`src/rtl/cers_delay.sv`:
```
// shift line that keeps words in step with the arithmetic units
`timescale 1ns / 1ps
`default_nettype none
module cers_delay #(
	parameter int W     = 8,
	parameter int DEPTH = 4
) (
	input  wire logic         clk,
	input  wire logic         arst_n,
	input  wire logic         en,
	input  wire logic [W-1:0] din,
	output      logic [W-1:0] dout
);
	logic [W-1:0] line_q [DEPTH];

	// shift on advance
	always_ff @(posedge clk or negedge arst_n) begin
		if (!arst_n) begin
			for (int i = 0; i < DEPTH; i++) line_q[i] <= '0;
		end else if (en) begin
			line_q[0] <= din;
			for (int i = 1; i < DEPTH; i++) line_q[i] <= line_q[i-1];
		end
	end

	assign dout = line_q[DEPTH-1];
endmodule
`default_nettype wire

```
`config.mk`:
```
export PLATFORM = sky130hd
export DESIGN_NAME = cers_delay
export DESIGN_NICKNAME = d
export VERILOG_FILES = /design/src/rtl/cers_delay.sv
export SDC_FILE = /design/constraint.sdc
export NUM_CORES = 1
export LEC_CHECK = 0
export BUFFER_PORTS_ARGS = -buffer_cell sky130_fd_sc_hd__buf_2
export CORE_ASPECT_RATIO = 1.2
export CORE_UTILIZATION = 50
export DETAILED_ROUTE_END_ITERATION = 7
export PLACE_DENSITY = 0.8
export SETUP_SLACK_MARGIN = 0.1
export SKIP_CTS_REPAIR_TIMING = 1
export SYNTH_ARGS = -nofsm -noshare
export SYNTH_HDL_FRONTEND = slang
export SYNTH_SLANG_ARGS = --single-unit
```
`constraint.sdc`:
```
create_clock -name clk -period 0.81 [get_ports clk]
set_clock_uncertainty 0.15 [all_clocks]
set_input_delay 0 -clock clk [delete_from_list [all_inputs] [get_ports clk]]
set_output_delay 0 -clock clk [all_outputs]
set_load 0.03 [all_outputs]
```
==> qor.yml <==
status: "finished with violations"
violations: "hold timing, setup timing"
ant_nets: 0
slew_viol_final: 0
endpoint_kind: "register"
die_area_um2: 3030
synth_warnings: 0
final_common_cell: "dfrtp_1"
syn2layout_area_growth_pct: 16.7
min_path_type: "input pin to register"
ys_seq_area_share_pct: 57.0
nNetsFinal: 110
syn_avg_cell_area_um2: 18.5
cts_num_sinks: 32
period_share_pct: 130
max_freq_mhz: 947
cp-start-kind: "register"
holdWs_ns: -0.252
drv_cap: 0
leakagePower_uw: 0.000819
overflow: 0
vias: 654
grt_setup_unrepaired: "yes"
worstPathArrival_ns: 1.13
cts_root_buf: "clkbuf_4"
viasPerCell: 4.92
dr.first_iter.drc_count: 8
ys_types: 6
cp_slowest_stage_delay_ns: 0.41
grt_max_degree: 33
fin_crit_ns: 1.06
start_util_pct: 54.0
gp_congestion: 0.613
drt_pre_antenna_iters: 2
num_io_pins: 19
power_density_nw_per_um2: 2500
insertion_delay_ns: 0.33
antenna_found_initial: 0
critPathRequiredTime_ns: 0.88
chipHeight_um: 60.1
rows: 20
place_hpwl_mm: 1.17
clkSlewWorstSetupHoldPaths_ns: 0.10
die-width_um: 50.4
relSlewSlack_pct: 88.8
diodes: 0
pre_cts_slack_ns: -0.160
grt_pass1_vias: 701
finalWirelength_mm: 1.94
synth_nets: 87
wl_per_cell_um: 14.6
path_cells: "buf_4 > mux2_4"
synth_cells: 76
portBuffers: 18
layout-drive-gt1-share_pct: 65.0
cts.htree.levels: 2
timing.critical_path.buf_inv: 1
setup_ws_ns: -0.246
finalSetupViolations: 40
critical_path_class: "register to register"
clockBufferDepth: 2
mostFrequentLayoutCells: "dfrtp_1 (32), mux2_4 (31), buf_2 (10), buf_6 (10), clkbuf_4 (5)"
cts_tree: "done"
core_area_um2: 2600
drc: 0
worst_pin_slew_ns: 0.169
ir_drop_v: 0.00156
grt_pass1_wl_mm: 3.18
synth_seq_cells: 32
final-hold-violation-count: 23
synth_area_um2: 1410
cts_buffers: 5
critPathMaxFanout: 2
cp_slowest_cell: "dfrtp_1"
cpLargestDelayFamily: "flip-flops"
grt_use_total_pct: 15.2
==> flip-flops by register name (all words and copies together) (netlist names) <==
register and count:
line_q 24, dout 8
==> cell usage after synthesis <==
library cell,instances,area (um2)
buf_4,8,60.1
mux2_4,30,450
dfrtp_1,32,801
buf_6,1,11.3
mux2_2,2,22.5
buf_12,3,60.1
==> final cells by class <==
type                    count  area [um2]
clock buffers               8        58.8
flip-flops and latches     32         801
multi-input cells          32         477
repair buffers             28         263
fillers                   201         962
well taps                  33        41.3
==> through the flow <==
| step | total power, uW | setup TNS (ns) | util, % | cells | instance area, um2 |
|---|---|---|---|---|---|
| 2_1_floorplan | 2850 | -2.17 | - | 76 | 1410 |
| 4_1_cts | 3890 | -5.37 | 58.6 | 126 | 1520 |
| 3_5_place_dp | 2940 | -3.46 | 56.3 | 118 | 1470 |
| 3_3_place_gp | 2910 | -3.05 | 56.3 | 118 | 1470 |
| 5_1_grt | 4310 | -6.76 | 63.0 | 133 | 1640 |
| 6_report | 4110 | -5.83 | 63.0 | 133 | 1640 |
==> worst paths after layout <==
path                            start          to  slack, ns  depth (start not counted)
setup / recovery              dout[0]     dout[0]      -0.25                          2
hold / removal                 din[1]  line_q[25]      -0.25                          2
setup reg to reg              dout[0]     dout[0]      -0.25                          2
hold reg to reg            line_q[21]  line_q[13]       0.36                          1
max in group asynchronous      arst_n     dout[2]       0.34                          3
min in group asynchronous      arst_n     dout[6]      -0.01                          3
==> layer usage <==
layer | track usage [%] | up-vias | share of wire [%]
li1 | - | 297 | -
met1 | 18.6 | 338 | 45
met2 | 22.5 | 15 | 49
met3 | 6.11 | 4 | 4.0
met4 | 9.52 | 0 | 2.2
met5 | 0 | - | 0
==> report_power, final <==
part	switching, uW	internal (uW)
sequential	178	1870
clock	506	428
combinational	415	709
==> cells by family after synthesis <==
family / share of synthesized area [%]
flip-flops: 57.0
buffers and inverters: 9.35
multiplexers: 33.7
Power figures use the tool's default switching activity.
