===== src/rtl/cers_pkg.sv =====
// shared types and constants for the circle and ellipse row span block
`timescale 1ns / 1ps
`default_nettype none
package cers_pkg;

	// shape codes
	localparam logic [1:0] FUNC_DISC    = 2'd0;
	localparam logic [1:0] FUNC_CIRCLE  = 2'd1;
	localparam logic [1:0] FUNC_ELLIPSE = 2'd2;

	// register indexes
	localparam logic [2:0] REG_ORIGIN_X   = 3'd0;
	localparam logic [2:0] REG_ORIGIN_Y   = 3'd1;
	localparam logic [2:0] REG_SURF_W     = 3'd2;
	localparam logic [2:0] REG_SURF_H     = 3'd3;
	localparam logic [2:0] REG_CLIP_LEFT  = 3'd4;
	localparam logic [2:0] REG_CLIP_TOP   = 3'd5;
	localparam logic [2:0] REG_CLIP_RIGHT = 3'd6;
	localparam logic [2:0] REG_CLIP_BOT   = 3'd7;

	// root and quotient widths
	localparam int ROOT_IN_W  = 30;
	localparam int ROOT_OUT_W = 15;
	localparam int QUO_W      = 23;
	localparam int DEN_W      = 15;

	// request word
	typedef struct packed {
		logic        [1:0]  func;
		logic signed [15:0] centre_x;
		logic signed [15:0] centre_y;
		logic signed [15:0] radius_x;
		logic signed [15:0] radius_y;
		logic signed [15:0] row;
		logic        [15:0] colour;
	} req_t;

	// result word
	typedef struct packed {
		logic signed [15:0] span_row;
		logic signed [15:0] span_first;
		logic signed [15:0] span_end;
		logic        [15:0] span_colour;
		logic               last_span;
	} span_t;

	// drawable window, inclusive bounds
	typedef struct packed {
		logic signed [17:0] x0;
		logic signed [17:0] x1;
		logic signed [17:0] y0;
		logic signed [17:0] y1;
	} win_t;

	// per item control carried beside the arithmetic units
	typedef struct packed {
		logic               vld;
		logic               is_disc;
		logic               is_ell;
		logic               live;
		logic               inr;
		logic               inrp;
		logic signed [15:0] cx;
		logic signed [15:0] row;
		logic        [15:0] colour;
	} side_t;

endpackage
`default_nettype wire


===== src/rtl/cers_div.sv =====
// pipelined restoring divider, one quotient bit per stage
`timescale 1ns / 1ps
`default_nettype none
module cers_div (
	input  wire logic                          clk,
	input  wire logic                          en,
	input  wire logic [cers_pkg::QUO_W-1:0]    dvd,
	input  wire logic [cers_pkg::DEN_W-1:0]    den,
	output      logic [cers_pkg::QUO_W-1:0]    quo
);
	localparam int QW = cers_pkg::QUO_W;
	localparam int DW = cers_pkg::DEN_W;

	logic [DW:0]   rem_q [QW];
	logic [QW-1:0] dvd_q [QW];
	logic [QW-1:0] quo_q [QW];
	logic [DW-1:0] den_q [QW];

	genvar k;
	generate
		for (k = 0; k < QW; k++) begin : g_step
			logic [DW:0]   rem_in, trial;
			logic [QW-1:0] dvd_in, quo_in;
			logic [DW-1:0] den_in;

			// previous stage or input
			if (k == 0) begin : g_first
				assign rem_in = '0;
				assign dvd_in = dvd;
				assign quo_in = '0;
				assign den_in = den;
			end else begin : g_next
				assign rem_in = rem_q[k-1];
				assign dvd_in = dvd_q[k-1];
				assign quo_in = quo_q[k-1];
				assign den_in = den_q[k-1];
			end

			assign trial = {rem_in[DW-1:0], dvd_in[QW-1]};

			// one quotient bit
			always_ff @(posedge clk) begin
				if (en) begin
					den_q[k] <= den_in;
					dvd_q[k] <= {dvd_in[QW-2:0], 1'b0};
					if (trial >= {1'b0, den_in}) begin
						rem_q[k] <= trial - {1'b0, den_in};
						quo_q[k] <= {quo_in[QW-2:0], 1'b1};
					end else begin
						rem_q[k] <= trial;
						quo_q[k] <= {quo_in[QW-2:0], 1'b0};
					end
				end
			end
		end
	endgenerate

	assign quo = quo_q[QW-1];
endmodule
`default_nettype wire


===== config.mk =====
export PLATFORM = sky130hd
export DESIGN_NAME = cers_div
export DESIGN_NICKNAME = d
export VERILOG_FILES = /design/src/rtl/cers_pkg.sv /design/src/rtl/cers_div.sv
export SDC_FILE = /design/constraint.sdc
export NUM_CORES = 2
export LEC_CHECK = 0
export BUFFER_PORTS_ARGS = -buffer_cell sky130_fd_sc_hd__buf_2
export CORE_ASPECT_RATIO = 1.25
export CORE_UTILIZATION = 37
export DETAILED_ROUTE_END_ITERATION = 6
export PLACE_DENSITY = 0.54
export REMOVE_ABC_BUFFERS = 1
export SLEW_MARGIN = 20
export SYNTH_ARGS = -nofsm -noshare
export SYNTH_HDL_FRONTEND = slang
export SYNTH_SLANG_ARGS = --single-unit

===== constraint.sdc =====
create_clock -name clk -period 6.3 [get_ports clk]
set_clock_uncertainty 0.15 [all_clocks]
set_input_delay 0.945 -clock clk [delete_from_list [all_inputs] [get_ports clk]]
set_output_delay 0.945 -clock clk [all_outputs]
set_load 0.005 [all_outputs]

==> impl_metrics.csv <==
group,metric,value,unit
drt,routedWlPerCell,16.1,um
placed_design,portBuffers,62,
sta,timing.final.setup_violations,0,
logic_synthesis,synth_area,0.0555,mm2
die,die_w,349,um
placed_design,dpl.hpwl,72400,um
die,start_util,37.4,%
logic_synthesis,syn_inst,4168,
sta,maxSlewViolCount,0,
clock_network,cts_sinks,1189,
critical_path,worstPathRequired,6650,ps
final_layout,area_delta_synth_final,12.4,%
die,fp.dieH,435,um
sta,min_period_over_period,64.2,%
grt,grt-ovfl-total,0,
critical_path,cp-end-kind,"register",
sta,max_freq,0.247,GHz
logic_synthesis,netlist.area_leader.share,64.2,%
placed_design,placed_area,0.0583,mm2
grt,grt_max_degree,162,
clock_network,cts_tree,"done",
grt,grt_usage,13.6,%
sta,rsz0062_at_grt,"no",
power,power_density,446,mW/mm2
drt,drc,0,
clock_network,clk_latency,770,ps
logic_synthesis,synth_top_area_cell,"edfxtp_1",
final_layout,design_area,0.0624,mm2
logic_synthesis,ys_warn_count,0,
logic_synthesis,syn_avg_cell_area,13.3,um2
sta,finalSetupTns,0,ps
critical_path,arrival,4390,ps
drt,wl,103000,um
clock_network,cts_hold_buf,0,
clock_network,clk_pin_slew_worst_paths,60,ps
power,peakVddDrop,0.000319,V
clock_network,cts_resized,0,
logic_synthesis,netlist-cell-type-count,80,
clock_network,cts-root-buf,"clkbuf_16",
hold_path,hp-class,"primary input to register",
clock_network,h-tree-depth,4,
sta,worst_slew_pin_slew,994,ps
critical_path,worstPathMaxFanout,29,
drt,drt-vias-per-instance,4.89,
logic_synthesis,synthArstFlopShare,0,%
logic_synthesis,synth_edf_count,1188,
power,leakage,24.0,nW
clock_network,max-clock-path-buffers,3,
final_layout,layout.nets,4701,
critical_path,crit_path_start_kind,"register",
drt,antenna_left,0,
logic_synthesis,ys_top_cells_by_area,"edfxtp_1 64%, ha_1 7.5%, inv_1 2.9%",
grt,first_global_vias,31600,
die,ios,63,
die,dieArea,0.152,mm2
drt,vias,31400,
clock_network,postCtsSetupBuffers,0,
die,coreArea,0.149,mm2
sta,slew_headroom,33.8,%
status,status,"complete, no violations",
logic_synthesis,synth_flop_cell,"edfxtp_1",
sta,layout_min_cycle_time,4050,ps
sta,hold_violations,0,
logic_synthesis,ys_seq_elements,1189,
critical_path,setup.worst_path.class,"register to register",
grt,grt_pass1_wl,163000,um
placed_design,gp_congestion,0.867,
run,maxCapViolations,0,
final_layout,drive_above_1_share,10.3,%
logic_synthesis,synth-seq-area-share,64.3,%
clock_network,cts_buffers,132,
grt,antenna_found_initial,2,
drt,first_pass_iters,7,
drt,drt_iter0_drc,1599,
die,fp-row-count,158,
final_layout,n_fill_cell,13700,
## synth_stat cells (56+ instances only)
master       n
a21o_1      87
a21oi_1    261
clkbuf_1    74
edfxtp_1  1188
ha_1       332
inv_1      425
mux2_2     123
nand2_1    238
nand3_1     56
nor2_1     250
nor3_1      67
o21a_1      59
o21ai_0    226
xnor2_1    121
xor2_1     104
## cells in the final DEF, fill, tap and decap left out, drive strengths merged, types with 26 or more instances in the layout
cell type	count
edfxtp	1188
inv	433
ha	332
a21oi	261
nor2	250
nand2	238
o21ai	238
clkbuf	159
mux2	127
xnor2	121
xor2	104
buf	94
a21o	87
nor3	67
o21a	59
nand3	56
nor2b	55
clkinv	55
nand4	31
nand2b	30
o31ai	29
o31a	28
and2	27
mux2i	26
## state kept, by name, indices dropped and copies added, names as in the netlist
| signal | flops |
|---|---|
| dvd_q | 253 |
| quo_q | 276 |
| den_q | 330 |
| rem_q | 330 |
## report_power, final
part	internal [mW]	leakage [nW]	total, mW	switching (mW)
clock	4.14	1.97	7.25	3.11
combinational	4.18	10.5	9.02	4.84
sequential	10.7	11.6	11.5	0.805
## worst paths after layout
path	start	endpoint	slack (ps)	cells after the start
hold reg to reg	dvd_q[1][171]$_DFFE_PP_	dvd_q[2][18]$_DFFE_PP_	260	0
hold / removal	dvd[12]	dvd_q[0][12]$_DFFE_PP_	210	1
setup / recovery	dvd_q[1][175]$_DFFE_PP_	rem_q[2][6]$_DFFE_PP_	2250	11
setup reg to reg	dvd_q[1][175]$_DFFE_PP_	rem_q[2][6]$_DFFE_PP_	2250	11
## area by class of cell
cell class / instances / area, um2 / area share, %
clock buffer: 159 / 3430 / 5.49
antenna: 2 / 5.00 / 0.00802
inverter: 425 / 1600 / 2.56
timing repair buffer: 94 / 644 / 1.03
tap: 2000 / 2500 / 4.01
clock inverter: 77 / 626 / 1.00
multi-input combinational: 2466 / 17900 / 28.7
sequential: 1189 / 35700 / 57.2
## routing by layer
layer / track usage, % / wire length (um) / vias to the layer above
li1: - / - / 15600
met4: 6.98 / 4440 / 0
met5: 0 / 0 / -
met1: 14.5 / 40800 / 15000
met2: 25.1 / 54600 / 470
met3: 2.48 / 3430 / 243
## kinds of logic (layout without fill, tap and decap cells)
logic type | count (synthesis) | in the layout | synth area share (%)
xor+xnor | 225 | 225 | 3.55
compound gates | 867 | 867 | 9.85
flops | 1189 | 1189 | 64.3
buf+inv | 513 | 755 | 3.52
mux | 153 | 153 | 3.07
simple gates | 868 | 868 | 7.50
fa+ha+maj | 353 | 353 | 8.24
other cells | 0 | 2 | 0
## critical path: stages (launching register included)
cell and delay (ps):
edfxtp_1 400, inv_1 80, ha_1 170, inv_1 60, fa_1 420, a211oi_1 340
o21ai_0 210, a2111oi_0 380, nor2_1 160, a41oi_1 230, o21a_1 790, mux2_2 420
## metrics by stage
step / util (%) / hold WS, ps / instances / power [mW] / setup slack (ps)
after floorplan: - / 250 / 4080 / 18.4 / 2360
after global placement: 39.2 / 250 / 6173 / 20.6 / 2300
after detailed placement: 39.2 / 255 / 6173 / 20.7 / 2240
after CTS: 42.0 / 125 / 6409 / 28.2 / 2220
after global routing: 42.0 / 168 / 6411 / 29.7 / 1990
final: 42.0 / 211 / 6412 / 27.8 / 2250
No activity file was read; power rests on OpenSTA's default activity.
