===== src/rtl/cers_pkg.sv =====
// shared types and constants for the circle and ellipse row span block
`timescale 1ns / 1ps
`default_nettype none
package cers_pkg;

	// shape codes
	localparam logic [1:0] FUNC_DISC    = 2'd0;
	localparam logic [1:0] FUNC_CIRCLE  = 2'd1;
	localparam logic [1:0] FUNC_ELLIPSE = 2'd2;

	// register indexes
	localparam logic [2:0] REG_ORIGIN_X   = 3'd0;
	localparam logic [2:0] REG_ORIGIN_Y   = 3'd1;
	localparam logic [2:0] REG_SURF_W     = 3'd2;
	localparam logic [2:0] REG_SURF_H     = 3'd3;
	localparam logic [2:0] REG_CLIP_LEFT  = 3'd4;
	localparam logic [2:0] REG_CLIP_TOP   = 3'd5;
	localparam logic [2:0] REG_CLIP_RIGHT = 3'd6;
	localparam logic [2:0] REG_CLIP_BOT   = 3'd7;

	// root and quotient widths
	localparam int ROOT_IN_W  = 30;
	localparam int ROOT_OUT_W = 15;
	localparam int QUO_W      = 23;
	localparam int DEN_W      = 15;

	// request word
	typedef struct packed {
		logic        [1:0]  func;
		logic signed [15:0] centre_x;
		logic signed [15:0] centre_y;
		logic signed [15:0] radius_x;
		logic signed [15:0] radius_y;
		logic signed [15:0] row;
		logic        [15:0] colour;
	} req_t;

	// result word
	typedef struct packed {
		logic signed [15:0] span_row;
		logic signed [15:0] span_first;
		logic signed [15:0] span_end;
		logic        [15:0] span_colour;
		logic               last_span;
	} span_t;

	// drawable window, inclusive bounds
	typedef struct packed {
		logic signed [17:0] x0;
		logic signed [17:0] x1;
		logic signed [17:0] y0;
		logic signed [17:0] y1;
	} win_t;

	// per item control carried beside the arithmetic units
	typedef struct packed {
		logic               vld;
		logic               is_disc;
		logic               is_ell;
		logic               live;
		logic               inr;
		logic               inrp;
		logic signed [15:0] cx;
		logic signed [15:0] row;
		logic        [15:0] colour;
	} side_t;

endpackage
`default_nettype wire


===== src/rtl/cers_root.sv =====
// pipelined floor square root, one input bit pair per stage
`timescale 1ns / 1ps
`default_nettype none
module cers_root (
	input  wire logic                              clk,
	input  wire logic                              en,
	input  wire logic [cers_pkg::ROOT_IN_W-1:0]    val,
	output      logic [cers_pkg::ROOT_OUT_W-1:0]   root
);
	localparam int STEPS = cers_pkg::ROOT_IN_W / 2 + 1;

	logic [31:0] v_q [STEPS];
	logic [31:0] r_q [STEPS];

	genvar k;
	generate
		for (k = 0; k < STEPS; k++) begin : g_step
			localparam logic [31:0] BIT = 32'd1 << (cers_pkg::ROOT_IN_W - 2 * k);
			logic [31:0] v_in, r_in, cand;

			// previous stage or input
			if (k == 0) begin : g_first
				assign v_in = 32'(val);
				assign r_in = '0;
			end else begin : g_next
				assign v_in = v_q[k-1];
				assign r_in = r_q[k-1];
			end

			assign cand = r_in + BIT;

			// one trial subtract
			always_ff @(posedge clk) begin
				if (en) begin
					if (v_in >= cand) begin
						v_q[k] <= v_in - cand;
						r_q[k] <= (r_in >> 1) + BIT;
					end else begin
						v_q[k] <= v_in;
						r_q[k] <= r_in >> 1;
					end
				end
			end
		end
	endgenerate

	assign root = r_q[STEPS-1][cers_pkg::ROOT_OUT_W-1:0];
endmodule
`default_nettype wire


===== config.mk =====
export PLATFORM = sky130hd
export DESIGN_NAME = cers_root
export DESIGN_NICKNAME = d
export VERILOG_FILES = /design/src/rtl/cers_pkg.sv /design/src/rtl/cers_root.sv
export SDC_FILE = /design/constraint.sdc
export NUM_CORES = 1
export LEC_CHECK = 0
export ABC_AREA = 1
export BUFFER_PORTS_ARGS = -buffer_cell sky130_fd_sc_hd__buf_2
export CORE_AREA = 3 3 262 264
export CTS_CLUSTER_SIZE = 20
export DETAILED_ROUTE_END_ITERATION = 8
export DIE_AREA = 0 0 265 267
export PLACE_DENSITY = 0.67
export SLEW_MARGIN = 20
export SYNTH_ARGS = -nofsm -noshare
export SYNTH_HDL_FRONTEND = slang
export SYNTH_SLANG_ARGS = --single-unit

===== constraint.sdc =====
create_clock -name clk -period 2.65 [get_ports clk]
set_input_delay 0.53 -clock clk [delete_from_list [all_inputs] [get_ports clk]]
set_output_delay 0.53 -clock clk [all_outputs]
set_load 0.03 [all_outputs]

==> results of run 1 <==
[power groups by stage]
stage                     combinational, uW  sequential, uW  clock, uW
after CTS                              5320           12800       9800
after floorplan                        3990           12600          0
after global placement                 5250           13000          0
after detailed placement               5290           13000          0
final                                  5340           12800       9580
after global routing                   6120           12900      10200
[registers in the layout, indices dropped and copies added, names as in the netlist]
signal and cells:
v_q 480, r_q 134
[layer usage]
metal	vias up	global-route usage (%)	wire [um]
met3	169	3.13	3690
met1	11949	29.0	34500
met5	-	0	0
li1	13116	-	-
met4	0	9.83	3330
met2	644	44.1	43100
[cell families after synthesis]
kind of cell	count (synthesis)
buf+inv	747
compound gates	217
fa+ha+maj	149
simple gates	2148
flops	614
xor+xnor	105
[area by class of cell]
class,count,area share [%]
clock inverters,45,1.47
flip-flops and latches,614,48.2
clock buffers,79,4.56
well taps,873,2.86
inverters,703,6.92
repair buffers,88,1.65
multi-input cells,2619,34.3
[worst paths after layout]
| path | endpoint |
|---|---|
| worst max-delay path | v_q[1][175] |
| worst min-delay path | v_q[0][0] |
| worst max register to register | v_q[1][175] |
| worst min register to register | v_q[0][144] |
[cell usage in the layout (no fill, tap or decap), types with 44 or more instances in the layout]
cell                           n
sky130_fd_sc_hd__nand2_1    1224
sky130_fd_sc_hd__inv_1       685
sky130_fd_sc_hd__edfxtp_1    614
sky130_fd_sc_hd__nor2_1      420
sky130_fd_sc_hd__nand3_1     238
sky130_fd_sc_hd__ha_1        147
sky130_fd_sc_hd__a21oi_1      85
sky130_fd_sc_hd__nand4_1      81
sky130_fd_sc_hd__clkbuf_16    68
sky130_fd_sc_hd__o21ai_0      65
sky130_fd_sc_hd__xor2_1       61
sky130_fd_sc_hd__nor3_1       57
sky130_fd_sc_hd__buf_2        45
sky130_fd_sc_hd__xnor2_1      44
[stage by stage]
stage	TNS (ns)	hold WS (ns)	setup slack (ns)	util, %	total power [uW]
3_5_place_dp	0	0.432	0.130	53.7	18300
2_1_floorplan	0	0.417	0.177	-	16600
6_report	0	0.0629	0.194	57.2	27700
5_1_grt	-0.00316	0.0273	-0.00316	57.2	29200
3_3_place_gp	0	0.421	0.123	53.7	18200
4_1_cts	0	0.0266	0.127	57.2	27900
[worst max-delay path, delay by kind of cell, from the launching register on]
kind          cells  cell delay (ns)
buf+inv           3             0.23
simple gates      8             1.14
flops             1             0.40
fa+ha+maj         1             0.40
[what timing repair did]
| item | 4_1_cts | 5_1_grt |
|---|---|---|
| hold endpoints to repair | 0 | 0 |
| hold buffers | 0 | 0 |
| setup buffers | 0 | 0 |
| setup endpoints to repair | 0 | 9 |
| gates resized for setup | 0 | 8 |
==> impl_metrics.tcl, run 1 <==
set metrics [dict create \
    insertedDiodeCount 0 \
    multiInputGateArea_sq_um 13100 \
    vias 25878 \
    fin_cells 5021 \
    cts_root_buffer "sky130_fd_sc_hd__clkbuf_16" \
    cts-htree-levels 3 \
    first_global_vias 24948 \
    first_iter_violations 1888 \
    clock.fmax_mhz 407 \
    tritoncts "yes" \
    number_of_buffers_created_by_cts 68 \
    power.net_switching_uw 8410 \
    post-route-cell-area_sq_um 38200 \
    finalSetupViolations 0 \
    clock_sinks 614 \
    holdCritPathClass "primary input to flop" \
    vdd_drop_max_mv 0.625 \
    count_of_antenna_violating_nets_left_after_detailed_routing 0 \
    synth-simple-area-share_pct 26.5 \
    yosysSeqAreaShare_pct 53.6 \
    areaGrowthSynthToFinish_pct 11.0 \
    initial_core_util_pct 51.5 \
    timing.critical_path.arrival_ns 2.84 \
    post-route-min-period_ns 2.46 \
    detailedRoute.firstPassIterationCount 6 \
    max_slew_margin_pct 44.3 \
    floorplan.die_area_sq_um 70800 \
    drv_cap 0 \
    worst_setup_path_end_kind "flop" \
    die_width_um 265 \
    leakage_uw 0.0174 \
    outcome "finished clean" \
    number_of_drc_violations_after_detailed_routing 0 \
    number_of_warnings_printed_during_yosys_synthesis 0 \
    powerDensity_nw_per_um2 725 \
    ctsLongestPathBuffers 3 \
    finish.net_count 4275 \
    synthesis.nets 4161 \
    rsz_0062_raised_after_global_routing "yes" \
    fraction_of_registers_with_async_set_reset_pct 0 \
    synthMuxAreaShare_pct 0 \
    synth.lib_cells_used.distinct 47 \
    path_common_cell "sky130_fd_sc_hd__nand2_1" \
    yosysMostFrequentCell "sky130_fd_sc_hd__nand2_1" \
    critical_path.cell_chain "ha_1, nand2_1, inv_2, nand2_1, nor2_1, nand3_1, nand2_1, inv_2, nand3_4, nand2_1, nand2_1, inv_1" \
    power.switching_fraction_pct 30.3 \
    core_sq_um 66800 \
    post_dp_cell_area_sq_um 35900 \
    finalWeightedCongestion 0.959 \
    xor_and_xnor_fraction_of_the_mapped_netlist_area_pct 2.67 \
    port-buffer-count 46 \
    timing.clock.skew_ns 0.0401 \
    min_path_cells 1 \
    r2r_start "v_q[1][134]" \
    synth.cells.most_frequent "sky130_fd_sc_hd__nand2_1, sky130_fd_sc_hd__inv_1, sky130_fd_sc_hd__edfxtp_1" \
    critical_path_start_end_classification "flop to flop" \
    worstPathRequired_ns 3.03 \
    post_drt_via_cell_ratio 5.15 \
    ff2ff_path_depth 12 \
    synthTopCellsByArea "sky130_fd_sc_hd__edfxtp_1, sky130_fd_sc_hd__nand2_1, sky130_fd_sc_hd__inv_1, sky130_fd_sc_hd__ha_1, sky130_fd_sc_hd__nor2_1" \
    clkTransAtPathRegs_ns 0.06 \
    slowest_stage "sky130_fd_sc_hd__edfxtp_1" \
    gate_count_post_synth 3980 \
    combPwrFrac_pct 19.3 \
    report.final.hold_viol_count 0 \
    fill_cells 5901 \
    timing.critical_path.fanout_max 24 \
    drive_gt1_share_pct 6.46 \
    number_of_antenna_violations_at_the_first_check_in_global_routing 0 \
    netlist.area_leader.share_pct 53.6 \
    adder_and_majority_cell_fraction_of_the_synthesized_area_pct 5.42 \
    hpwl_um 66200 \
    yosys_most_used_dff "sky130_fd_sc_hd__edfxtp_1" \
    holdCritStartpoint "val[0]" \
    timing.reg2reg.setup_slack_ns 0.19 \
    synth_edf_count 614 \
    top_level_ports 47 \
    remaining_global_route_overflow 0 \
    synth_seq_cells 614 \
    critPathMaxStageDelay_ns 0.40 \
    largest_net_degree_at_the_start_of_global_routing 130 \
    startpoint "v_q[1][134]" \
    routed_wl_um 84700 \
    cell_count_after_placement 4897 \
    timing.critical_path.from_type "flop" \
    pwr-share-clk_pct 34.5 \
    synth-compound-area-share_pct 3.38 \
    synth_top_family_by_area "simple AND/OR/NAND/NOR gates" \
    period_share_pct 92.7 \
    placement_rows 95 \
    worstMarginPinSlew_ns 0.828 \
    avgSynthCellArea_sq_um 8.65 \
    post_synth_instance_area_sq_um 34400 \
    grt_pass1_wl_um 133000 \
    final_max_slew_viol_count 0 \
    track_usage_pct 24.2 \
    synth_area_leader_cell "sky130_fd_sc_hd__edfxtp_1" \
    die_h_um 267 \
    internal_power_uw 19300 \
    area.sequential_sq_um 18400 \
    power.sequential.fraction_pct 46.2 \
    detail_route.wl_per_cell_um 16.9 \
    clk-insertion-delay-late_ns 0.64 \
]
Note: power is estimated with default switching activity, not from simulation.
==> run 2: changes to the inputs <==
- CORE_AREA: 3 3 262 264 -> 3 3 305 307
- CTS_CLUSTER_DIAMETER: unset -> 60
- DIE_AREA: 0 0 265 267 -> 0 0 308 310
- PLACE_DENSITY: 0.67 -> unset
==> run 2 against run 1 <==
  * Sequential share of layout area decreased by 0.67 points
  * Final cell count increased by 6.4%
  * Wire length increased by 1.0%
  * Maximum frequency about the same
  * Setup slack about the same
  * Global-route usage decreased by 6.3 points
  * Non-clock buffer count increased by 31
  * Clock skew increased by 0.057 ns
  * Clock power decreased by 5.2%
  * Power decreased by 1.8%
  * Via count decreased by 0.15%
  * Critical path depth unchanged
==> impl_metrics.tcl, run 2 (synthesized netlist as in run 1, its figures left out) <==
set metrics [dict create \
    floorplan.die_area_sq_um 95500 \
    number_of_buffers_created_by_cts 60 \
    holdCritPathClass "primary input to flop" \
    first_global_vias 24953 \
    reg.largest.list "v_q (480), r_q (134)" \
    clock_sinks 614 \
    hpwl_um 67000 \
    ctsLongestPathBuffers 3 \
    largest_register_ff_count 480 \
    timing.critical_path.fanout_max 8 \
    core_sq_um 90300 \
    insertedDiodeCount 0 \
    first_iter_violations 1877 \
    report.final.hold_viol_count 0 \
    final_common_cell "sky130_fd_sc_hd__nand2_1" \
    worst_setup_path_end_kind "flop" \
    path_common_cell "sky130_fd_sc_hd__nor2_1" \
    power.net_switching_uw 8750 \
    final.setup.tns_ns 0 \
    clk-insertion-delay-late_ns 0.70 \
    vdd_drop_max_mv 0.573 \
    post_dp_cell_area_sq_um 36300 \
    r2r_start "r_q[1][78]" \
    r2r-end "v_q[1][111]" \
    fill_cells 8811 \
    internal_power_uw 18500 \
    final_max_slew_viol_count 0 \
    power.sequential.fraction_pct 46.9 \
    period_share_pct 92.7 \
    remaining_global_route_overflow 0 \
    die_width_um 308 \
    combPwrFrac_pct 19.7 \
    detailedRoute.firstPassIterationCount 6 \
    drive_gt1_share_pct 6.51 \
    routed_wl_um 85500 \
    finish.net_count 4300 \
    tritoncts "yes" \
    timing.critical_path.arrival_ns 2.82 \
    fin_util_pct 42.9 \
    critical_path_buf_inv_count 3 \
    port-buffer-count 46 \
    cts-htree-levels 2 \
    number_of_antenna_violations_at_the_first_check_in_global_routing 1 \
    grt_pass1_wl_um 134000 \
    track_usage_pct 17.8 \
    cts_root_buffer "sky130_fd_sc_hd__clkbuf_16" \
    fin_cells 5342 \
    timing.clock.skew_ns 0.0970 \
    ff2ff_path_depth 12 \
    post-route-cell-area_sq_um 38800 \
    critical_path_start_end_classification "flop to flop" \
    worstHoldEndpoint "v_q[0][3]" \
    initial_core_util_pct 38.1 \
    clkTransAtPathRegs_ns 0.07 \
    max_slew_margin_pct 44.6 \
    critPathMaxStageDelay_ns 0.45 \
    die_h_um 310 \
    post_drt_via_cell_ratio 4.84 \
    powerDensity_nw_per_um2 703 \
    worstMarginPinSlew_ns 0.831 \
    number_of_drc_violations_after_detailed_routing 0 \
    post-route-min-period_ns 2.46 \
    power.switching_fraction_pct 32.1 \
    rsz_0062_raised_after_global_routing "no" \
    outcome "finished clean" \
    count_of_antenna_violating_nets_left_after_detailed_routing 0 \
    areaGrowthSynthToFinish_pct 12.6 \
    vias 25838 \
    holdCritStartpoint "val[3]" \
    placement_rows 110 \
    min_path_cells 1 \
    top_register "v_q" \
    clock.fmax_mhz 407 \
    finalWeightedCongestion 0.924 \
    post_cts_setup_buffer_count 0 \
    finalSetupViolations 0 \
    detail_route.wl_per_cell_um 16.0 \
    largest_net_degree_at_the_start_of_global_routing 111 \
    cpLargestDelayFamily "simple AND/OR/NAND/NOR gates" \
    drv_cap 0 \
    most-common-layout-cells "sky130_fd_sc_hd__nand2_1, sky130_fd_sc_hd__inv_1, sky130_fd_sc_hd__edfxtp_1, sky130_fd_sc_hd__nor2_1, sky130_fd_sc_hd__nand3_1" \
    worstPathRequired_ns 3.02 \
    timing.reg2reg.setup_slack_ns 0.19 \
    pwr-share-clk_pct 33.4 \
    leakage_uw 0.0175 \
    report.power.total_uw 27200 \
    timing.critical_path.from_type "flop" \
    cell_count_after_placement 5202 \
    critical_path.cell_chain "inv_1, ha_1, nand2_1, nor2_1, inv_1, nor2_1, nand3_1, nand2_2, nor2_1, buf_4, nor2_1, nor2_1" \
    slowest_stage "sky130_fd_sc_hd__edfxtp_1" \
    top_level_ports 47 \
]
==> run 2: worst max path at each step <==
stage	endpoint	from	slack, ns	cells after the start
2_1_floorplan	r_q[1][134]	en	0.18	2
3_3_place_gp	v_q[1][164]	r_q[1][139]	0.16	13
3_5_place_dp	v_q[1][164]	r_q[1][141]	0.14	13
4_1_cts	v_q[1][181]	v_q[1][138]	0.12	11
5_1_grt	v_q[0][190]	v_q[0][153]	0.01	9
6_report	v_q[1][111]	r_q[1][78]	0.19	12
==> run 2: metrics by stage <==
step	worst slack, ns	hold WS, ns
after floorplan	0.177	0.417
after detailed placement	0.145	0.430
after global placement	0.163	0.429
final	0.194	0.0574
after global routing	0.0115	0.0173
after CTS	0.116	0.00270
==> run 2: power by group through the flow <==
stage / logic (uW) / registers [uW] / clock network (uW)
2_1_floorplan: 3990 / 12600 / 0
3_3_place_gp: 5270 / 13000 / 0
3_5_place_dp: 5290 / 13000 / 0
5_1_grt: 6150 / 12900 / 9720
6_report: 5370 / 12800 / 9080
4_1_cts: 5360 / 12800 / 9340
==> run 2: layout make-up <==
class	count	area [sq um]	share of cell area, %
repair buffers	119	936	2.41
multi-input cells	2621	13100	33.8
inverters	703	2640	6.81
clock buffers	62	1510	3.89
well taps	1176	1470	3.80
flip-flops and latches	614	18400	47.6
clock inverters	47	651	1.68
==> run 2: what timing repair did <==
item,4_1_cts,5_1_grt
hold endpoints to repair,29,0
endpoints found under the setup margin,0,16
resized for setup,0,2
hold buffers,29,0
==> run 2: layer usage <==
metal	routed length (um)	global-route usage, %
met1	36000	21.6
met2	42900	32.7
met3	3860	2.40
met4	2740	5.72
met5	0	0
