File: config.mk
export PLATFORM = sky130hd
export DESIGN_NAME = cers_csr
export DESIGN_NICKNAME = d
export VERILOG_FILES = /design/src/rtl/cers_pkg.sv /design/src/rtl/cers_csr.sv
export SDC_FILE = /design/constraint.sdc
export NUM_CORES = 1
export LEC_CHECK = 0
export BUFFER_PORTS_ARGS = -buffer_cell sky130_fd_sc_hd__buf_2
export CAP_MARGIN = 20
export CORE_MARGIN = 3
export CORE_UTILIZATION = 30
export CTS_BUF_LIST = sky130_fd_sc_hd__clkbuf_16
export DETAILED_ROUTE_END_ITERATION = 10
export PLACE_DENSITY_LB_ADDON = 0.05
export SETUP_SLACK_MARGIN = 0.2
export SLEW_MARGIN = 25
export SYNTH_ARGS = -nofsm -noshare
export SYNTH_HDL_FRONTEND = slang
export SYNTH_SLANG_ARGS = --single-unit
File: constraint.sdc
create_clock -name clk -period 4.6 [get_ports clk]
set_input_delay 0.92 -clock clk [delete_from_list [all_inputs] [get_ports clk]]
set_output_delay 0.92 -clock clk [all_outputs]
set_load 0.05 [all_outputs]
File: src/rtl/cers_pkg.sv
// shared types and constants for the circle and ellipse row span block
`timescale 1ns / 1ps
`default_nettype none
package cers_pkg;

	// shape codes
	localparam logic [1:0] FUNC_DISC    = 2'd0;
	localparam logic [1:0] FUNC_CIRCLE  = 2'd1;
	localparam logic [1:0] FUNC_ELLIPSE = 2'd2;

	// register indexes
	localparam logic [2:0] REG_ORIGIN_X   = 3'd0;
	localparam logic [2:0] REG_ORIGIN_Y   = 3'd1;
	localparam logic [2:0] REG_SURF_W     = 3'd2;
	localparam logic [2:0] REG_SURF_H     = 3'd3;
	localparam logic [2:0] REG_CLIP_LEFT  = 3'd4;
	localparam logic [2:0] REG_CLIP_TOP   = 3'd5;
	localparam logic [2:0] REG_CLIP_RIGHT = 3'd6;
	localparam logic [2:0] REG_CLIP_BOT   = 3'd7;

	// root and quotient widths
	localparam int ROOT_IN_W  = 30;
	localparam int ROOT_OUT_W = 15;
	localparam int QUO_W      = 23;
	localparam int DEN_W      = 15;

	// request word
	typedef struct packed {
		logic        [1:0]  func;
		logic signed [15:0] centre_x;
		logic signed [15:0] centre_y;
		logic signed [15:0] radius_x;
		logic signed [15:0] radius_y;
		logic signed [15:0] row;
		logic        [15:0] colour;
	} req_t;

	// result word
	typedef struct packed {
		logic signed [15:0] span_row;
		logic signed [15:0] span_first;
		logic signed [15:0] span_end;
		logic        [15:0] span_colour;
		logic               last_span;
	} span_t;

	// drawable window, inclusive bounds
	typedef struct packed {
		logic signed [17:0] x0;
		logic signed [17:0] x1;
		logic signed [17:0] y0;
		logic signed [17:0] y1;
	} win_t;

	// per item control carried beside the arithmetic units
	typedef struct packed {
		logic               vld;
		logic               is_disc;
		logic               is_ell;
		logic               live;
		logic               inr;
		logic               inrp;
		logic signed [15:0] cx;
		logic signed [15:0] row;
		logic        [15:0] colour;
	} side_t;

endpackage
`default_nettype wire

File: src/rtl/cers_csr.sv
// configuration registers and drawable window computation
`timescale 1ns / 1ps
`default_nettype none
module cers_csr #(
	parameter int COORD_BITS = 16
) (
	input  wire logic                clk,
	input  wire logic                arst_n,
	input  wire logic                wr_en,
	input  wire logic [2:0]          wr_addr,
	input  wire logic [15:0]         wr_data,
	output cers_pkg::win_t           win
);
	localparam logic signed [33:0] CMIN = -(34'sd1 <<< (COORD_BITS - 1));
	localparam logic signed [33:0] CMAX = (34'sd1 <<< (COORD_BITS - 1)) - 34'sd1;

	logic signed [15:0] origin_x_q, origin_y_q, clip_left_q, clip_top_q;
	logic signed [15:0] clip_right_q, clip_bottom_q;
	logic        [12:0] surf_w_q, surf_h_q;
	logic signed [33:0] x0, x1, y0, y1;
	logic               clip_on;
	cers_pkg::win_t     win_q;

	// register writes
	always_ff @(posedge clk or negedge arst_n) begin
		if (!arst_n) begin
			origin_x_q    <= '0;
			origin_y_q    <= '0;
			surf_w_q      <= 13'd320;
			surf_h_q      <= 13'd240;
			clip_left_q   <= '0;
			clip_top_q    <= '0;
			clip_right_q  <= '0;
			clip_bottom_q <= '0;
		end else if (wr_en) begin
			case (wr_addr)
				cers_pkg::REG_ORIGIN_X:   origin_x_q    <= wr_data;
				cers_pkg::REG_ORIGIN_Y:   origin_y_q    <= wr_data;
				cers_pkg::REG_SURF_W:     surf_w_q      <= wr_data[12:0];
				cers_pkg::REG_SURF_H:     surf_h_q      <= wr_data[12:0];
				cers_pkg::REG_CLIP_LEFT:  clip_left_q   <= wr_data;
				cers_pkg::REG_CLIP_TOP:   clip_top_q    <= wr_data;
				cers_pkg::REG_CLIP_RIGHT: clip_right_q  <= wr_data;
				cers_pkg::REG_CLIP_BOT:   clip_bottom_q <= wr_data;
				default: ;
			endcase
		end
	end

	// surface, then clip rectangle, then coordinate range
	always_comb begin
		clip_on = (clip_right_q > clip_left_q) && (clip_bottom_q > clip_top_q);
		x0 = 34'(origin_x_q);
		y0 = 34'(origin_y_q);
		x1 = 34'(origin_x_q) + $signed({21'd0, surf_w_q}) - 34'sd1;
		y1 = 34'(origin_y_q) + $signed({21'd0, surf_h_q}) - 34'sd1;
		if (clip_on) begin
			if (34'(clip_left_q) > x0) x0 = 34'(clip_left_q);
			if (34'(clip_top_q) > y0) y0 = 34'(clip_top_q);
			if (34'(clip_right_q) - 34'sd1 < x1) x1 = 34'(clip_right_q) - 34'sd1;
			if (34'(clip_bottom_q) - 34'sd1 < y1) y1 = 34'(clip_bottom_q) - 34'sd1;
		end
		if (x0 < CMIN) x0 = CMIN;
		if (y0 < CMIN) y0 = CMIN;
		if (x1 > CMAX) x1 = CMAX;
		if (y1 > CMAX) y1 = CMAX;
	end

	// window register, holding the window computed from the configuration registers
	always_ff @(posedge clk or negedge arst_n) begin
		if (!arst_n) begin
			win_q <= '0;
		end else begin
			win_q.x0 <= x0[17:0];
			win_q.x1 <= x1[17:0];
			win_q.y0 <= y0[17:0];
			win_q.y1 <= y1[17:0];
		end
	end

	assign win = win_q;
endmodule
`default_nettype wire

==> results.cfg, run 1 <==
[job]
maxCapViolCount = 0

[power]
comb_power_share = 0.638
vdd_drop_max_uv = 415
p_clk_frac = 0.139
p_sw_frac = 0.468
internal_power_w = 0.00600
power_frac_seq = 0.223
switching_power_w = 0.00527
p_leak_nw = 7.00
p_per_area_nw_per_um2 = 766

[floorplan]
io_pins = 94
rows = 72
die_w_microns = 205
die_h_microns = 205
core_area_sq_um = 38900
start_util = 0.306
dieArea_sq_um = 42100

[setup_path]
regToRegEndpoint = win[3]$_DFF_PN0_
reg2reg_slack_ps = 250
rr_startpoint = surf_h_q[1]$_DFFE_PN0P_
crit_path_max_fanout = 7
required_ps = 4910
worstSetupPathType = flop to flop
crit_arrival_ps = 4650
worst_setup_path_end_kind = flop
start_kind = flop
ff2ff_path_depth = 22

[clock_tree]
clock_sinks = 190
tritoncts = yes
clk_pin_slew_ps = 80
cts_buffers = 17
cts_max_level = 4
clockBufferDepth = 2
root_buffer = clkbuf_16
worstSkewPairLatency_ps = 450

[drt]
wirelength_microns = 34000
vias = 8916
route.detailed.drc = 0
first_pass_iters = 5
wire_per_inst_microns = 17.9
drt_iter0_drc = 322
via_per_inst = 4.70
antenna_left = 0

[cells_and_area]
syn_to_final_growth_pct = 23.7
fin_util = 0.378
fin_nets = 1547
antennaDiodeCount = 0
drive_gt1_frac = 0.278

[place]
pre_cts_ws_ps = -252
port_buffers = 93
gp_congestion = 0.799
dp_hpwl_microns = 26000

[sta]
slew_viol_final = 0
fin_skew_ps = 12.2
setup_viol = 0
fin_crit_ps = 4350
worst_pin_slew_ps = 864
rsz0062_at_grt = yes
postLayoutSetupSlackWorst_ps = 255
finalHoldViolCount = 0
slew_headroom = 0.424
post-route-period-util = 0.945
fmax_mhz = 230

[min_path]
hold_class = flop to flop
holdCritStartpoint = surf_h_q[9]$_DFFE_PN0P_
hold_depth = 1
whs_endpoint = surf_h_q[9]$_DFFE_PN0P_

[global_route]
grt_pass1_vias = 9270
antenna_found_initial = 0
grt_max_degree = 99
grt_pass1_wl_microns = 53000
grt-ovfl-total = 0
track_usage = 0.165

[synthesis]
syn-instance-count = 1194
ys_seq_area_frac = 0.400
syn_nets = 1374
ys_async_sr_fraction = 1.00
yosysMostFrequentCell = dfrtp_1
synth_common_cells = dfrtp_1, inv_1, ha_1
synth_top_area_frac = 0.387
ys_ff_latch = 190
synthFlopType = dfrtp_1
synthesis.area_sq_um = 11900
avgSynthCellArea_sq_um = 9.96
yosys_warnings = 0
synth_top_area_cell = dfrtp_1
synth_edf_count = 0
synth.area.top_cells = dfrtp_1, ha_1, mux2_2
ys_types = 69

[status]
status = completed
[cells in the final DEF (no fill, tap or decap), types with 5 or more instances in the layout]
master | netlist | routed
nand2b_1 | 9 | 9
and3_1 | 5 | 5
o21ai_1 | 0 | 5
ha_4 | 0 | 15
inv_1 | 179 | 167
o21a_1 | 14 | 14
or3_1 | 7 | 7
nand2_1 | 95 | 95
o211ai_1 | 6 | 6
nand3_1 | 10 | 10
a21o_1 | 23 | 23
xnor2_1 | 18 | 16
inv_2 | 0 | 14
o21ai_0 | 87 | 80
mux2i_1 | 33 | 33
xor2_1 | 31 | 28
buf_6 | 3 | 9
ha_1 | 156 | 140
clkbuf_16 | 0 | 17
a22oi_1 | 15 | 6
o31ai_1 | 7 | 6
a21oi_1 | 47 | 35
nand4_1 | 18 | 18
mux2_2 | 61 | 61
nor2b_1 | 14 | 13
a21oi_2 | 1 | 12
nor2_1 | 31 | 29
a211oi_2 | 0 | 5
a31oi_1 | 9 | 9
a22oi_2 | 0 | 9
buf_2 | 1 | 92
a32oi_1 | 7 | 6
dfstp_2 | 6 | 6
nor3_1 | 15 | 13
dfrtp_1 | 184 | 184
buf_4 | 4 | 81
[state kept, by name (all words and copies together) (netlist names)]
name	flops
clip_bottom_q	16
clip_left_q	16
clip_right_q	16
clip_top_q	16
origin_x_q	16
origin_y_q	16
surf_h_q	13
surf_w_q	13
win	68
[stage by stage]
| stage | setup TNS [ps] | power (W) | instances | hold WS [ps] | area, sq um |
|---|---|---|---|---|---|
| after floorplan | 0 | 0.00698 | 1194 | 478 | 11900 |
| after global placement | -7760 | 0.00881 | 1829 | 488 | 13300 |
| after detailed placement | -3700 | 0.00879 | 1830 | 494 | 13300 |
| after CTS | 0 | 0.0108 | 1876 | 512 | 14200 |
| after global routing | 0 | 0.0122 | 1897 | 525 | 14700 |
| final | 0 | 0.0113 | 1897 | 506 | 14700 |
[worst max-delay path, stage by stage, from the launching register on]
cell,delay (ps)
dfrtp_1,370
inv_2,50
ha_4,260
inv_2,40
ha_4,160
fa_2,420
a211oi_4,240
o21ai_1,120
a31oi_1,170
buf_4,180
o221ai_4,110
a21oi_2,230
xnor2_2,180
inv_2,90
ha_4,270
nand4_1,130
buf_4,170
o22ai_2,120
o21bai_4,170
nor3_4,80
a211oi_4,370
buf_6,210
a32oi_1,70
[cell type report]
type | count | area, sq um
Fill cell | 4004 | 24200
Multi-Input combinational cell | 795 | 6840
Sequential cell | 190 | 4760
Timing Repair Buffer | 184 | 1200
Inverter | 179 | 672
Tap cell | 518 | 648
Clock buffer | 17 | 425
Clock inverter | 14 | 168
[repair_timing]
action / CTS / global route
cloned: 0 / 1
pin swaps: 33 / 46
buffers inserted: 15 / 18
setup endpoints to repair: 33 / 36
gates resized for setup: 35 / 72
hold buffers: 0 / 0
[worst max path at each step]
| stage | start | end | slack, ps | depth (start not counted) |
|---|---|---|---|---|
| 5_1_grt | origin_y_q[0]$_DFFE_PN0P_ | win[14]$_DFF_PN0_ | 50 | 22 |
| 2_1_floorplan | origin_y_q[1]$_DFFE_PN0P_ | win[10]$_DFF_PN0_ | 210 | 20 |
| 3_3_place_gp | origin_x_q[2]$_DFFE_PN0P_ | win[37]$_DFF_PN0_ | -340 | 18 |
| 4_1_cts | surf_h_q[1]$_DFFE_PN0P_ | win[10]$_DFF_PN0_ | 160 | 22 |
| 6_report | surf_h_q[1]$_DFFE_PN0P_ | win[3]$_DFF_PN0_ | 250 | 22 |
| 3_5_place_dp | origin_y_q[0]$_DFFE_PN0P_ | win[12]$_DFF_PN0_ | -250 | 22 |
[kinds of logic (layout without fill, tap and decap cells)]
group,count (synthesis),after routing,synth area share
flops,190,190,0.400
mux,94,94,0.0855
buf+inv,209,394,0.0692
xor+xnor,50,50,0.0375
simple gates,236,236,0.100
fa+ha+maj,158,158,0.168
compound gates,257,257,0.139
[per-layer routing]
| layer | vias up | part of all wire | global-route usage | wire length, microns |
|---|---|---|---|---|
| met4 | 0 | 0.014 | 0.0400 | 476 |
| met3 | 22 | 0.017 | 0.0200 | 594 |
| met2 | 83 | 0.50 | 0.293 | 17100 |
| met1 | 4321 | 0.46 | 0.213 | 15800 |
| met5 | - | 0 | 0 | 0 |
| li1 | 4490 | - | - | - |
[power groups by stage]
stage	Combinational [W]	Sequential, W	Clock (W)
5_1_grt	0.00791	0.00258	0.00169
3_5_place_dp	0.00624	0.00255	0
2_1_floorplan	0.00344	0.00355	0
6_report	0.00719	0.00252	0.00156
3_3_place_gp	0.00626	0.00255	0
4_1_cts	0.00667	0.00253	0.00163
No activity file was read; power rests on OpenSTA's default activity.
==> run 2, diff against run 1 <==
- REMOVE_ABC_BUFFERS: not set -> 1
==> run 2 against run 1 <==
Largest cell class unchanged; critical path depth unchanged; critical endpoint is now win[37]$_DFF_PN0_; design area down 0.43%; wire length up 0.26%; power down 0.13%; worst hold slack about the same; sequential power about the same; non-clock buffer count down 3; via count down 0.18%.
==> results.cfg, run 2 (synthesis results as in run 1) <==
[sta]
fmax_mhz = 232
setup_viol = 0
fin_skew_ps = 14.8
finalHoldViolCount = 0
post-route-period-util = 0.936
fin_crit_ps = 4310
rsz0062_at_grt = yes
worst_pin_slew_ps = 840
slew_viol_final = 0
slew_headroom = 0.424

[global_route]
track_usage = 0.165
grt_max_degree = 85
grt_pass1_vias = 9190
grt-ovfl-total = 0
grt_pass1_wl_microns = 53000
antenna_found_initial = 0

[cells_and_area]
antennaDiodeCount = 0
layout_common_cells = dfrtp_1, inv_1, ha_1
drive_gt1_frac = 0.276
fin_util = 0.376
final_common_cell = dfrtp_1
syn_to_final_growth_pct = 23.2
largest_reg_flops = 68
fin_nets = 1544

[power]
p_per_area_nw_per_um2 = 768
p_leak_nw = 6.98
vdd_drop_max_uv = 382
total_power_w = 0.0113

[setup_path]
rr_startpoint = origin_x_q[1]$_DFFE_PN0P_
worst_setup_path_end_kind = flop
start_kind = flop
regToRegEndpoint = win[37]$_DFF_PN0_
crit_arrival_ps = 4650
crit_path_max_fanout = 7
reg2reg_slack_ps = 290
endpoint = win[37]$_DFF_PN0_
ff2ff_path_depth = 22
worstSetupPathType = flop to flop
required_ps = 4950
crit_path_start = origin_x_q[1]$_DFFE_PN0P_

[floorplan]
die_h_microns = 205
rows = 72
io_pins = 94
die_w_microns = 205
start_util = 0.306
core_area_sq_um = 38900
dieArea_sq_um = 42100

[clock_tree]
clockBufferDepth = 2
clock_sinks = 190
tritoncts = yes
cts_buffers = 17
hold_buffers = 0
root_buffer = clkbuf_16
cts_max_level = 4
clk_pin_slew_ps = 70
worstSkewPairLatency_ps = 450

[place]
port_buffers = 93
gp_congestion = 0.793
dp_hpwl_microns = 25800

[drt]
drt_iter0_drc = 403
vias = 8900
wire_per_inst_microns = 18.0
route.detailed.drc = 0
wirelength_microns = 34100
via_per_inst = 4.70
first_pass_iters = 6
antenna_left = 0

[job]
maxCapViolCount = 0

[status]
status = completed

[min_path]
hold_class = primary input to async pin
==> run 2: cell types whose count changed in the layout (fill, tap and decap cells not counted), moves of 3 or more <==
cell,previous run,this run
a22oi_1,6,3
nor2b_1,13,9
buf_4,81,76
ha_4,15,10
a22oi_2,9,12
ha_1,140,144
==> run 2: stage by stage <==
stage	cells	hold WS (ps)	setup TNS [ps]	worst slack (ps)	area, sq um
after floorplan	1164	478	-5890	-240	11700
after global placement	1833	488	-9330	-364	13300
after detailed placement	1835	493	-5220	-310	13300
after CTS	1881	512	0	198	14200
after global routing	1894	514	0	58.8	14700
final	1894	507	0	294	14700
==> run 2: per-layer routing <==
layer  vias up  track usage  share of wire
met5         -            0              0
met4         0       0.0483          0.020
met3        37       0.0229          0.021
met2       102        0.285           0.49
met1      4273        0.216           0.46
li1       4488            -              -
==> run 2: worst max-delay path, stage by stage, from the launching register on <==
cell	delay, ps
dfrtp_1	360
inv_2	60
ha_4	250
inv_2	40
ha_4	170
fa_2	370
a211oi_2	280
o211ai_1	210
nand3_1	150
nand3_2	110
o21a_1	200
nor2_2	140
xor2_2	170
ha_1	290
a21oi_2	160
a21oi_2	80
a211oi_2	220
o31ai_2	100
a211oi_2	260
buf_4	180
a21oi_4	50
buf_12	160
a32oi_1	200
==> run 2: repair_timing <==
item | CTS | global route
setup endpoints to repair | 36 | 36
setup buffers | 15 | 11
gates resized for setup | 31 | 77
gates cloned | 0 | 2
pin swaps | 21 | 58
endpoints found under the hold margin | 0 | 0
==> run 2: area by class of cell <==
cell class	instances	area [sq um]
Clock buffer	17	425
Clock inverter	14	144
Inverter	179	672
Sequential cell	190	4760
Timing Repair Buffer	181	1200
Fill cell	3963	24300
Tap cell	518	648
Multi-Input combinational cell	795	6800
==> run 2: worst min path at each step <==
stage / start / to / slack [ps]
after floorplan: surf_w_q[6]$_DFFE_PN1P_ / surf_w_q[6]$_DFFE_PN1P_ / 480
after global routing: surf_h_q[10]$_DFFE_PN0P_ / surf_h_q[10]$_DFFE_PN0P_ / 510
after global placement: surf_h_q[2]$_DFFE_PN0P_ / surf_h_q[2]$_DFFE_PN0P_ / 490
after CTS: surf_h_q[10]$_DFFE_PN0P_ / surf_h_q[10]$_DFFE_PN0P_ / 510
final: arst_n / win[1]$_DFF_PN0_ / 510
after detailed placement: surf_h_q[10]$_DFFE_PN0P_ / surf_h_q[10]$_DFFE_PN0P_ / 490
==> run 2: where the power goes <==
part / total [W] / switching [W] / internal, W
registers: 0.00250 / 0.000268 / 0.00223
logic: 0.00725 / 0.00431 / 0.00294
clock network: 0.00150 / 0.000704 / 0.000800
==> run 3, diff against run 2 <==
- BUFFER_PORTS_ARGS: -buffer_cell sky130_fd_sc_hd__buf_2 -> not set
- DONT_BUFFER_PORTS: not set -> 1
==> run 3 against run 2 <==
Non-clock buffer count is 90 lower; sequential power rose by 43%; die area unchanged; wire length up 0.41%; flip-flop and latch count is the same; largest cell class unchanged; fmax shrank 0.72%; clock power grew 3%.
==> results.cfg, run 3 (synthesis results as in run 1) <==
[setup_path]
worstSetupPathType = flop to flop
crit_slowest_cell = fa_2
required_ps = 4900
critical-path-max-stage-delay_ps = 410
critical_path.cell_chain = inv_2 -> ha_4 -> inv_2 -> ha_4 -> fa_2 -> a211oi_2 -> o211ai_1 -> nand3_1 -> nand3_2 -> o21a_1 -> nor2_1 -> xor2_1 -> ha_1 -> a21oi_2 -> a21oi_2 -> a211oi_2 -> o31ai_2 -> a211oi_2 -> buf_4 -> a21boi_2 -> buf_6 -> a32oi_2
worst_setup_path_end_kind = flop
crit_path_max_fanout = 8
crit_top_cell = a211oi_2
crit_arrival_ps = 4640
start_kind = flop

[cells_and_area]
fin_nets = 1454
largest_reg_flops = 68
syn_to_final_growth_pct = 21.0
regArea_sq_um = 4760
fill_cells = 3972
antennaDiodeCount = 0
final_common_cell = dfrtp_1
drive_gt1_frac = 0.239
multi_input_area_sq_um = 6970
fin_area_sq_um = 14400
fin_util = 0.370
layout_common_cells = dfrtp_1, inv_1, ha_1

[floorplan]
start_util = 0.306
io_pins = 94
core_area_sq_um = 38900
dieArea_sq_um = 42100
die_h_microns = 205
rows = 72
die_w_microns = 205

[sta]
fin_skew_ps = 11.3
rsz0062_at_grt = yes
slew_viol_final = 0
fin_crit_ps = 4340
worst_pin_slew_ps = 979
finalHoldViolCount = 0
slew_headroom = 0.346
fmax_mhz = 231
setup_viol = 0
post-route-period-util = 0.943

[clock_tree]
tritoncts = yes
cts_buffers = 17
worstSkewPairLatency_ps = 450
clock_sinks = 190
clk_pin_slew_ps = 70
clockBufferDepth = 2
cts_max_level = 4
root_buffer = clkbuf_16

[place]
dp_hpwl_microns = 25300
port_buffers = 0
gp_congestion = 0.848
post_dp_cell_area_sq_um = 12800

[global_route]
grt-ovfl-total = 0
track_usage = 0.166
grt_max_degree = 191
antenna_found_initial = 0
grt_pass1_wl_microns = 52900
grt_pass1_vias = 9006

[status]
status = completed

[power]
p_per_area_nw_per_um2 = 781
p_leak_nw = 6.65
total_power_w = 0.0112
vdd_drop_max_uv = 495

[drt]
antenna_left = 0
wirelength_microns = 34200
drt_iter0_drc = 262
route.detailed.drc = 0
wire_per_inst_microns = 18.9
via_per_inst = 4.79
first_pass_iters = 4
vias = 8643

[min_path]
hold_class = primary input to async pin

[job]
maxCapViolCount = 0
==> run 3: final timing paths <==
check                                           from                        to  slack, ps  cells past startpoint
max                        origin_x_q[1]$_DFFE_PN0P_         win[38]$_DFF_PN0_        260                     22
min reg2reg                 surf_h_q[11]$_DFFE_PN0P_  surf_h_q[11]$_DFFE_PN0P_        510                      1
max reg2reg                origin_x_q[1]$_DFFE_PN0P_         win[38]$_DFF_PN0_        260                     22
min in group clk            surf_h_q[11]$_DFFE_PN0P_  surf_h_q[11]$_DFFE_PN0P_        510                      1
min                                           arst_n   surf_h_q[0]$_DFFE_PN0P_        160                      0
max in group asynchronous                     arst_n   surf_w_q[8]$_DFFE_PN1P_       4120                      0
==> run 3: routing by layer <==
metal  up-vias  wire length, microns  global-route usage
li1       4305                     -                   -
met1      4210                 15500               0.216
met2        99                 17000               0.285
met3        29                  1030              0.0305
met4         0                   566              0.0437
met5         -                     0                   0
==> run 3: worst max-delay path: cells and delay by family, from the launching register on <==
| family | cells | cell delay [ps] |
|---|---|---|
| AOI/OAI and AO/OA | 10 | 1620 |
| xor gates and xnor gates | 1 | 230 |
| adders and majority gates | 4 | 1130 |
| buffers and inverters | 4 | 460 |
| DFF | 1 | 340 |
| and+or+nand+nor | 3 | 390 |
==> run 3: where the power goes <==
part	total, W	internal (W)	switching, W	leakage, nW
Combinational	0.00611	0.00289	0.00322	4.10
Clock	0.00154	0.000846	0.000696	0.290
Sequential	0.00358	0.00222	0.00136	2.26
Total	0.0112	0.00596	0.00527	6.65
==> run 3: metrics by stage <==
stage | instances | worst slack, ps | hold WS [ps] | TNS (ps)
2_1_floorplan | 1164 | -240 | 478 | -5890
3_3_place_gp | 1738 | -225 | 489 | -3300
3_5_place_dp | 1739 | -115 | 497 | -1370
4_1_cts | 1782 | 206 | 127 | 0
5_1_grt | 1805 | 48.9 | 118 | 0
6_report | 1805 | 263 | 156 | 0
==> run 3: layout make-up <==
type | count | share of cell area
clock inverter | 15 | 0.0110
clock buffer | 17 | 0.0296
inverter | 179 | 0.0469
multi-input combinational | 795 | 0.484
tap | 518 | 0.0450
timing repair buffer | 91 | 0.0524
sequential | 190 | 0.331
==> run 3: timing repair <==
item / in CTS / in global routing
setup endpoints to repair: 36 / 36
setup buffers: 11 / 19
pin swaps: 11 / 65
resized for setup: 24 / 118
cloned: 0 / 3
hold buffers: 0 / 0
